### src/hdl/utf8_validate_and_count_core_defines.svh
// Assertion macros shared by the UTF-8 validator RTL.
`ifndef UTF8_VALIDATE_AND_COUNT_CORE_DEFINES_SVH
`define UTF8_VALIDATE_AND_COUNT_CORE_DEFINES_SVH

// Same-cycle implication, sampled on clk and switched off during reset.
`define UVC_ASSERT_SAME(label, ante, cons, msg) \
  label: assert property (@(posedge clk) disable iff (!rst_n) (ante) |-> (cons)) \
    else $error(msg);

// Next-cycle implication, sampled on clk and switched off during reset.
`define UVC_ASSERT_NEXT(label, ante, cons, msg) \
  label: assert property (@(posedge clk) disable iff (!rst_n) (ante) |=> (cons)) \
    else $error(msg);

`endif

### src/hdl/utf8vc_pkg.sv
// Types, constants and error codes of the UTF-8 validator.
package utf8vc_pkg;

  localparam int unsigned CntW = 11;
  localparam int unsigned CpW  = 21;

  localparam logic [CntW-1:0] CNT_MAX = '1;

  localparam logic [CntW-1:0] MIN_CHARS_RST = 11'd8;
  localparam logic [CntW-1:0] MAX_CHARS_RST = 11'd128;
  localparam logic [CntW-1:0] BYTE_CAP_RST  = 11'd513;

  // Configuration register indexes.
  localparam logic [1:0] REG_MIN_CHARS = 2'd0;
  localparam logic [1:0] REG_MAX_CHARS = 2'd1;
  localparam logic [1:0] REG_BYTE_CAP  = 2'd2;

  // Error codes.
  localparam logic [3:0] ERR_NONE      = 4'd0;
  localparam logic [3:0] ERR_CONTROL   = 4'd1;
  localparam logic [3:0] ERR_LEAD      = 4'd2;
  localparam logic [3:0] ERR_CONT      = 4'd3;
  localparam logic [3:0] ERR_OVERLONG  = 4'd4;
  localparam logic [3:0] ERR_RANGE     = 4'd5;
  localparam logic [3:0] ERR_TRUNCATED = 4'd6;
  localparam logic [3:0] ERR_TOO_LONG  = 4'd7;
  localparam logic [3:0] ERR_COUNT     = 4'd8;

  // Byte and code point limits.
  localparam logic [7:0]     CTRL_LIMIT  = 8'h20;
  localparam logic [7:0]     DEL_BYTE    = 8'h7f;
  localparam logic [7:0]     ASCII_LIMIT = 8'h80;
  localparam logic [7:0]     LEAD2_LO    = 8'hc2;
  localparam logic [7:0]     LEAD2_HI    = 8'hdf;
  localparam logic [7:0]     LEAD3_LO    = 8'he0;
  localparam logic [7:0]     LEAD3_HI    = 8'hef;
  localparam logic [7:0]     LEAD4_LO    = 8'hf0;
  localparam logic [7:0]     LEAD4_HI    = 8'hf4;
  localparam logic [CpW-1:0] CP_MIN2     = 21'h80;
  localparam logic [CpW-1:0] CP_MIN3     = 21'h800;
  localparam logic [CpW-1:0] CP_MIN4     = 21'h10000;
  localparam logic [CpW-1:0] CP_MAX      = 21'h10ffff;
  localparam logic [CpW-1:0] SURR_LO     = 21'hd800;
  localparam logic [CpW-1:0] SURR_HI     = 21'hdfff;

  typedef struct packed {
    logic [1:0]      bytes_pending;
    logic [1:0]      sequence_length;
    logic [CpW-1:0]  code_point_acc;
    logic [CntW-1:0] point_count;
    logic [CntW-1:0] byte_count;
    logic [3:0]      first_error;
  } state_t;

  typedef struct packed {
    logic [CntW-1:0] min_chars;
    logic [CntW-1:0] max_chars;
    logic [CntW-1:0] byte_capacity;
  } cfg_t;

  typedef struct packed {
    logic            valid_res;
    logic [3:0]      error_code;
    logic [CntW-1:0] char_count;
  } result_t;

endpackage

### src/hdl/utf8vc_step.sv
// Per-byte decode: validates one byte against the running state and forms the verdict.
module utf8vc_step (
  input  utf8vc_pkg::state_t  state_i,
  input  utf8vc_pkg::cfg_t    cfg_i,
  input  logic [7:0]          data_byte_i,
  input  logic                is_last_i,
  output utf8vc_pkg::state_t  state_o,
  output utf8vc_pkg::result_t result_o
);
  import utf8vc_pkg::*;

  state_t         s;
  logic [CpW-1:0] cp;
  logic [3:0]     err;

  always_comb begin
    s  = state_i;
    cp = {state_i.code_point_acc[CpW-7:0], data_byte_i[5:0]};

    if (s.byte_count != CNT_MAX) begin
      s.byte_count = s.byte_count + 1'b1;
    end

    if (state_i.first_error == ERR_NONE) begin
      if (state_i.bytes_pending != 2'd0) begin
        if (data_byte_i[7:6] != 2'b10) begin
          s.first_error = ERR_CONT;
        end else begin
          s.code_point_acc = cp;
          s.bytes_pending  = state_i.bytes_pending - 2'd1;
          if (state_i.bytes_pending == 2'd1) begin
            // Sequence complete: check for overlong forms, then the legal range.
            if ((state_i.sequence_length == 2'd1 && cp < CP_MIN2) ||
                (state_i.sequence_length == 2'd2 && cp < CP_MIN3) ||
                (state_i.sequence_length == 2'd3 && cp < CP_MIN4)) begin
              s.first_error = ERR_OVERLONG;
            end else if (cp > CP_MAX || (cp >= SURR_LO && cp <= SURR_HI)) begin
              s.first_error = ERR_RANGE;
            end else if (s.point_count != CNT_MAX) begin
              s.point_count = s.point_count + 1'b1;
            end
            s.sequence_length = 2'd0;
            s.code_point_acc  = '0;
          end
        end
      end else if (data_byte_i < CTRL_LIMIT || data_byte_i == DEL_BYTE) begin
        s.first_error = ERR_CONTROL;
      end else if (data_byte_i < ASCII_LIMIT) begin
        if (s.point_count != CNT_MAX) begin
          s.point_count = s.point_count + 1'b1;
        end
      end else if (data_byte_i >= LEAD2_LO && data_byte_i <= LEAD2_HI) begin
        s.sequence_length = 2'd1;
        s.bytes_pending   = 2'd1;
        s.code_point_acc  = {{(CpW-5){1'b0}}, data_byte_i[4:0]};
      end else if (data_byte_i >= LEAD3_LO && data_byte_i <= LEAD3_HI) begin
        s.sequence_length = 2'd2;
        s.bytes_pending   = 2'd2;
        s.code_point_acc  = {{(CpW-4){1'b0}}, data_byte_i[3:0]};
      end else if (data_byte_i >= LEAD4_LO && data_byte_i <= LEAD4_HI) begin
        s.sequence_length = 2'd3;
        s.bytes_pending   = 2'd3;
        s.code_point_acc  = {{(CpW-3){1'b0}}, data_byte_i[2:0]};
      end else begin
        s.first_error = ERR_LEAD;
      end
    end

    if (s.first_error == ERR_NONE && s.bytes_pending != 2'd0) begin
      err = ERR_TRUNCATED;
    end else begin
      err = s.first_error;
    end

    // Length overflow outranks every encoding error.
    if (s.byte_count >= cfg_i.byte_capacity) begin
      err = ERR_TOO_LONG;
    end else if (err == ERR_NONE &&
                 (s.point_count < cfg_i.min_chars || s.point_count > cfg_i.max_chars)) begin
      err = ERR_COUNT;
    end

    result_o.valid_res  = (err == ERR_NONE);
    result_o.error_code = err;
    result_o.char_count = s.point_count;

    state_o = is_last_i ? '0 : s;
  end

endmodule

### src/hdl/utf8_validate_and_count_core.sv
// A string's result is presented from the result register once its final byte has left the input register.
// Throughput: one byte per cycle; the input register and the result register
// decouple the channels, and only a final byte waiting on an untaken result stalls.
// Reset (synchronous, rst_n low) clears the string state and loads the limits
// to min_chars 8, max_chars 128 and byte_capacity 513.
`include "utf8_validate_and_count_core_defines.svh"

module utf8_validate_and_count_core (
  input  logic                        clk,
  input  logic                        rst_n,
  input  logic                        in_valid,
  output logic                        in_ready,
  input  logic [7:0]                  in_data_byte,
  input  logic                        in_is_last,
  output logic                        out_valid,
  input  logic                        out_ready,
  output logic                        out_valid_res,
  output logic [3:0]                  out_error_code,
  output logic [utf8vc_pkg::CntW-1:0] out_char_count,
  input  logic                        cfg_we,
  input  logic [1:0]                  cfg_index,
  input  logic [utf8vc_pkg::CntW-1:0] cfg_wdata
);
  import utf8vc_pkg::*;

  cfg_t    cfg_r;
  state_t  state_r;
  state_t  state_nxt;
  result_t result_nxt;
  result_t result_r;
  logic    out_valid_r;
  logic    s1_valid_r;
  logic    s1_last_r;
  logic [7:0] s1_byte_r;
  logic    s1_adv;

  utf8vc_step u_step (
    .state_i     (state_r),
    .cfg_i       (cfg_r),
    .data_byte_i (s1_byte_r),
    .is_last_i   (s1_last_r),
    .state_o     (state_nxt),
    .result_o    (result_nxt)
  );

  // A non-final byte never needs the result register, so it always moves on.
  assign s1_adv   = s1_valid_r && (!s1_last_r || !out_valid_r || out_ready);
  assign in_ready = !s1_valid_r || s1_adv;

  always_ff @(posedge clk) begin
    if (!rst_n) begin
      cfg_r.min_chars     <= MIN_CHARS_RST;
      cfg_r.max_chars     <= MAX_CHARS_RST;
      cfg_r.byte_capacity <= BYTE_CAP_RST;
    end else if (cfg_we) begin
      case (cfg_index)
        REG_MIN_CHARS: cfg_r.min_chars     <= cfg_wdata;
        REG_MAX_CHARS: cfg_r.max_chars     <= cfg_wdata;
        REG_BYTE_CAP:  cfg_r.byte_capacity <= cfg_wdata;
        default: begin
        end
      endcase
    end
  end

  always_ff @(posedge clk) begin
    if (!rst_n) begin
      s1_valid_r  <= 1'b0;
      out_valid_r <= 1'b0;
      state_r     <= '0;
    end else begin
      if (in_valid && in_ready) begin
        s1_valid_r <= 1'b1;
      end else if (s1_adv) begin
        s1_valid_r <= 1'b0;
      end

      if (s1_adv) begin
        state_r <= state_nxt;
      end

      if (s1_adv && s1_last_r) begin
        out_valid_r <= 1'b1;
      end else if (out_ready) begin
        out_valid_r <= 1'b0;
      end
    end
  end

  always_ff @(posedge clk) begin
    if (in_valid && in_ready) begin
      s1_byte_r <= in_data_byte;
      s1_last_r <= in_is_last;
    end
    if (s1_adv && s1_last_r) begin
      result_r <= result_nxt;
    end
  end

  assign out_valid      = out_valid_r;
  assign out_valid_res  = result_r.valid_res;
  assign out_error_code = result_r.error_code;
  assign out_char_count = result_r.char_count;

  `UVC_ASSERT_SAME(a_verdict_matches_code, out_valid_r,
    result_r.valid_res == (result_r.error_code == ERR_NONE),
    "verdict disagrees with error code")
  `UVC_ASSERT_NEXT(a_state_clears_after_last, s1_adv && s1_last_r, state_r == '0,
    "string state not cleared after final byte")
  `UVC_ASSERT_NEXT(a_error_sticky,
    s1_adv && !s1_last_r && state_r.first_error != ERR_NONE,
    state_r.first_error == $past(state_r.first_error),
    "first error changed before end of string")
  `UVC_ASSERT_NEXT(a_final_byte_held,
    s1_valid_r && s1_last_r && out_valid_r && !out_ready,
    s1_valid_r && s1_last_r,
    "final byte dropped while result register was full")

endmodule
### config.mk
export PLATFORM = sky130hd
export DESIGN_NAME = utf8_validate_and_count_core
export DESIGN_NICKNAME = d
export VERILOG_FILES = /design/src/hdl/utf8vc_pkg.sv /design/src/hdl/utf8vc_step.sv /design/src/hdl/utf8_validate_and_count_core.sv
export VERILOG_INCLUDE_DIRS = /design/src /design/src/hdl
export SDC_FILE = /design/constraint.sdc
export NUM_CORES = 1
export LEC_CHECK = 0
export BUFFER_PORTS_ARGS = -buffer_cell sky130_fd_sc_hd__clkbuf_2
export CORE_MARGIN = 1
export CORE_UTILIZATION = 45
export DETAILED_ROUTE_END_ITERATION = 10
export PLACE_DENSITY = 0.73
export SKIP_CTS_REPAIR_TIMING = 1
export SLEW_MARGIN = 20
export SYNTH_ARGS = -nofsm -noshare
export SYNTH_HDL_FRONTEND = slang
export SYNTH_SLANG_ARGS = --single-unit
export TNS_END_PERCENT = 100
### constraint.sdc
create_clock -name clk -period 3.6 [get_ports clk]
set_input_delay 0.54 -clock clk [delete_from_list [all_inputs] [get_ports clk]]
set_output_delay 0.54 -clock clk [all_outputs]
set_load 0.01 [all_outputs]
# Word-level counts from Yosys, hierarchy flattened
# Index checks and enable logic that the tools add are counted.
[totals]
register_bits = 105
inputBits = 27
output_inout_bits = 18
word_cells = 122
[classes]
n_addsub = 3
order_cmp = 17
eq_ne = 14
n_mux = 33
n_reduce_logical = 39
[ops]
columns = ["op", "n"]
rows = [
  ["36-bit 2-to-1 mux", 4],
  ["25-bit 2-to-1 mux", 4],
  ["4-bit 2-to-1 mux", 14],
  ["11-bit 2-to-1 mux", 5],
  ["51-bit 2-to-1 mux", 1],
  ["34-bit 2-to-1 mux", 1],
  ["8-bit greater-or-equal comparator (second input constant)", 3],
  ["8-bit <= comparator (second input constant)", 3],
  ["11-bit by 1-bit adder with 11-bit output (second input constant)", 2],
  ["11-bit != test (second input constant)", 2],
  ["21-bit by 16-bit greater-or-equal comparator with 1-bit output (second input constant)", 1],
  ["21-bit > comparator (second input constant)", 1],
  ["21-bit by 16-bit <= comparator with 1-bit output (second input constant)", 1],
  ["21-bit by 12-bit < comparator with 1-bit output (second input constant)", 1],
  ["21-bit by 17-bit < comparator with 1-bit output (second input constant)", 1],
  ["21-bit by 8-bit < comparator with 1-bit output (second input constant)", 1],
  ["4-bit zero test", 4],
  ["1-bit logical AND", 12],
  ["11-bit greater-or-equal comparator", 1],
  ["11-bit > comparator", 1],
  ["11-bit < comparator", 1],
  ["2-bit nonzero test", 5],
  ["8-bit by 7-bit == test with 1-bit output (second input constant)", 1],
  ["1-bit logical OR", 8],
  ["other kinds (15)", 28],
]

# Depth between registers and ports, before layout
[logic_depth]
word_depth = 17
ltp_mapped = 18
mapped_depth_nobuf = 16

# Hierarchy
# A second synthesis with hierarchy kept.
[hier_totals]
cells_unflattened = 779
hier_area_um2 = 6789.0
[modules_own_cells]
columns = ["module", "instances", "cells_per_inst", "area_each_um2", "seq_area_each_um2"]
rows = [
  ["utf8_validate_and_count_core", 1, 379, 4212.8, 2472.4],
  ["utf8vc_step", 1, 400, 2576.2, 0.0],
]

# Worst setup path after synthesis
# Ideal clock, no wire load.
[synth_path]
path_type = "reg-to-reg"
from = "register state_r[36] (netlist bit)"
to = "register result_r, in the netlist out_valid_res (data pin)"
setup_time_ns = 0.256
arrival_ns = 3.265
t_required_ns = 3.344
setup_slack_ns = 0.079
stages_incl_launch_ff = 16
path_buffers = 0
period_less_slack_ns = 3.521
cell_sequence = "dfxtp_1 -> o41ai_2 -> o21ai_1 -> o41ai_2 -> a41oi_1 -> nor3_2 -> nand2_1 -> mux2_2 -> ha_1 -> a21oi_1 -> o21ai_0 -> a211o_1 -> nor3_1 -> a211oi_1 -> o31a_2 -> and4b_1"
[synth_rtl]
columns = ["element", "line", "text"]
rows = [
  ["start: declaration", "utf8_validate_and_count_core.sv:27", "state_t state_r;"],
  ["start signal: assignment", "utf8_validate_and_count_core.sv:79", "state_r <= state_nxt;"],
  ["end signal: assignment", "utf8_validate_and_count_core.sv:96", "result_r <= result_nxt;"],
  ["end: declaration", "utf8_validate_and_count_core.sv:30", "result_t result_r;"],
]

==> summary.txt <==
Power
  – Switching Share: 25.6%
  – NetSw: ~0.63 mW
  – Register share of total power: around half
  – Pwr Total: ~2.5 mW
  – Combinational fraction of design power: a little over an eighth
  – P per Cell Area: 345 nW/um2
  – Leak: 2.90 nW
  – Clk pwr share: between 30% and 40%
  – Worst VDD drop: between 150 and 200 uV
  – Power Internal: between 1.5 and 2 mW

Final layout
  – Fill cells: between 1,000 and 1,500
  – Share of layout cells above drive strength 1: between 20% and 30%
  – N_diodes: 0
  – Nets: 842
  – Finished Layout Cells: 956
  – Growth of design area from synthesis to finish: 19.9%

STA
  – Skew final: around 0.0065 ns
  – Final worst slack: -0.127 ns
  – Final setup vio count: 2
  – RSZ-0062 raised after global routing: yes
  – Fin. max-slew vios: 0
  – Min cycle time layout: between 3 and 4 ns
  – Hold Violations, Final: 0
  – Tightest Pin Transition: 1.01 ns
  – Slew HR: a little under a third
  – Final TNS setup: -0.241 ns
  – Peak Freq: ~270 MHz
  – Final Cycle Share: 104%

Clocking
  – H-tree depth: 3
  – Reg clk slew, reported paths: 0.07 ns
  – Root Driver: clkbuf_16
  – Clock Sinks: 105
  – Clock buffer depth: 2
  – CTS tree: yes
  – Worst-Skew Late Latency: 0.35 ns
  – Total CTS buffers: 9

Die
  – Die area: ~14,000 um2
  – Core ar.: approximately 13,000 um2
  – Die height: 117 um
  – Die width: roughly 120 um
  – Initial core utilization: between 40% and 50%
  – Ports: 45
  – Row cnt: 41

Detailed routing
  – Iteration-0 DRC Markers: 413
  – Post-route ant nets: 0
  – Drt total wl: approximately 15,000 um
  – Vias: between 5,000 and 6,000
  – DRC: 0
  – DRT Pass-1 Iters: 5
  – Vias per inst: between 5 and 6
  – Drt wl/cell: 15.5 um

Setup path
  – Critical Path Source Type: flip-flop
  – Max FO, Critical Path: 6
  – Worst Path Class, Setup: reg2reg
  – CP required: between 3 and 4 ns
  – Crit end category: flip-flop
  – Critical path data arrival time: about 3.8 ns

Synthesis
  – Post-Synthesis Net Count: around 750
  – Mapped Cells: 688
  – Avg Cell Area, Syn: between 8 and 9 um2
  – Top_reg_cell synth: dfxtp_1
  – Number of flops mapped to enable cells by yosys: 25
  – Yosys top cell area share: a little over a quarter
  – Seq/Total Area, Yosys: between 30% and 40%
  – Ys async rst share: 0%
  – Cell taking the most area after synthesis: dfxtp_1
  – #FFs+latches synth: approximately 110
  – Mapped cell area: 5970 um2
  – Distinct cells, synth: 75
  – Area contributors post-synth: dfxtp_1, edfxtp_1, ha_1, nand2_1, a21boi_0
  – YS warnings: 0

Placement
  – Final GP Congestion: between 0.9 and 1
  – Placed instance count: between 900 and 1,000
  – I/O Buffers: 44
  – Post-DP HPWL: ~11,000 um

Run
  – Max-cap violations: 0

Global route
  – Number of global-route vias before repair: 4,939
  – Antenna violations before repair: 0
  – Gr ovfl total: 0
  – First-pass GRT wire length: ~24,000 um
  – Pin count of the biggest net entering global routing: 52
  – Gr usage total: 22.6%

Outcome
  – Outcome: finished with violations
  – Failing checks: negative setup slack

Worst hold path
  – Min-Delay Path Class: in2reg
area by class of cell:
cell class / count / area [um2] / share of cell area, %
clock buffers: 12 / 236 / 3.31
clock inverters: 4 / 18.8 / 0.262
inverters: 45 / 169 / 2.36
multi-input cells: 508 / 3440 / 48.1
flip-flops and latches: 105 / 2360 / 32.9
well taps: 172 / 215 / 3.01
repair buffers: 110 / 719 / 10.1
Yosys cell counts, types with 3 or more instances:
master and instances:
o211ai_1 6, nand2b_1 5, buf_6 4, xnor2_1 9, or2_2 4, o31a_1 5, and2_1 7, o21ai_0 23
nand4_1 10, a22oi_1 7, nand2_1 91, or3_1 4, o21a_1 8, xor2_1 5, a21o_1 4, nand3b_1 3
a21boi_0 28, mux2i_1 3, clkbuf_1 22, a221o_1 3, nand3_1 27, a211oi_1 6, a21oi_1 39, edfxtp_1 25
nor3b_1 3, and3_1 13, dfxtp_1 80, ha_1 36, a41o_1 3, nor2b_1 33, and4_1 3, inv_1 45
a31oi_1 14, or4_1 5, o31ai_1 6, nor2_1 38, nor3_1 12
critical path, stage by stage, from the launching register on:
cell and delay (ns):
dfxtp_4 0.36, o41ai_4 0.40, o21ai_2 0.14, o41ai_4 0.34, a41o_2 0.34, nand2_4 0.09, o32a_1 0.33, ha_1 0.31
nand4_1 0.15, a211oi_2 0.25, a211o_1 0.21, a31oi_1 0.07, a211oi_2 0.23, o31a_2 0.18, a31oi_1 0.07
state kept, by name, summed over array words and instances (netlist names):
register	flops
state_r	45
cfg_r	33
out_char_count	11
s1_byte_r	8
out_error_code	4
out_valid	1
out_valid_res	1
s1_last_r	1
s1_valid_r	1
power groups by stage:
stage,Clock (mW),Sequential (mW),Combinational [mW]
floorplan,0,1.28,0.198
global placement,0,1.28,0.293
detailed placement,0,1.28,0.301
CTS,0.904,1.25,0.303
global route,0.952,1.25,0.359
finish,0.891,1.25,0.328
final timing paths:
check	startpoint	to	slack, ns	cells after the start
hold reg to reg	cfg_r[8]$_SDFFE_PN0P_	cfg_r[8]$_SDFFE_PN0P_	0.47	2
setup / recovery	state_r[39]$_SDFFE_PN0P_	out_error_code[3]$_DFFE_PP_	-0.13	14
hold / removal	in_data_byte[0]	s1_byte_r[0]$_DFFE_PP_	0.36	1
setup reg to reg	state_r[39]$_SDFFE_PN0P_	out_error_code[3]$_DFFE_PP_	-0.13	14
per-stage QoR:
stage	setup slack, ns	util [%]	area [um2]	hold slack, ns
global placement	-0.00749	52.4	6690	0.453
CTS	-0.164	54.4	6950	0.354
global route	-0.244	56.0	7150	0.358
floorplan	0.0788	-	5970	0.441
finish	-0.127	56.0	7150	0.362
detailed placement	-0.103	52.4	6690	0.460
cells in the final DEF (no fill, tap or decap), drive strengths merged, types with 5 or more instances in the layout:
cell type,synthesis,final
inv,45,46
nor2b,33,33
a22oi,7,7
nand4,10,10
buf,8,66
nor4,5,5
a21boi,30,30
and3,13,13
ha,36,36
o31a,6,6
dfxtp,80,80
xnor2,9,9
a21o,5,5
nand2,93,93
nor3,13,13
clkbuf,22,56
o21ai,25,25
or4,5,5
nand3,28,28
nor2,38,38
nand2b,5,5
a21oi,39,39
edfxtp,25,25
o21a,8,8
a31oi,14,14
and2,9,9
o211ai,6,6
a211oi,6,6
xor2,5,5
o31ai,6,6
layer usage:
layer / track usage, % / vias up / routed length (um)
met4: 10.5 / 0 / 354
met3: 3.76 / 28 / 833
met5: 0 / - / 0
li1: - / 2647 / -
met2: 34.7 / 171 / 6730
met1: 31.1 / 2515 / 6900
cell families after synthesis:
| family | synth area share [%] |
|---|---|
| AO/OA/AOI/OAI | 20.0 |
| XOR/XNOR | 2.06 |
| adder cells (fa/ha/maj) | 7.55 |
| buffers and inverters | 5.37 |
| flip-flops | 39.4 |
| multiplexers | 0.881 |
| AND/OR/NAND/NOR | 24.7 |
No activity file was read; power rests on OpenSTA's default activity.
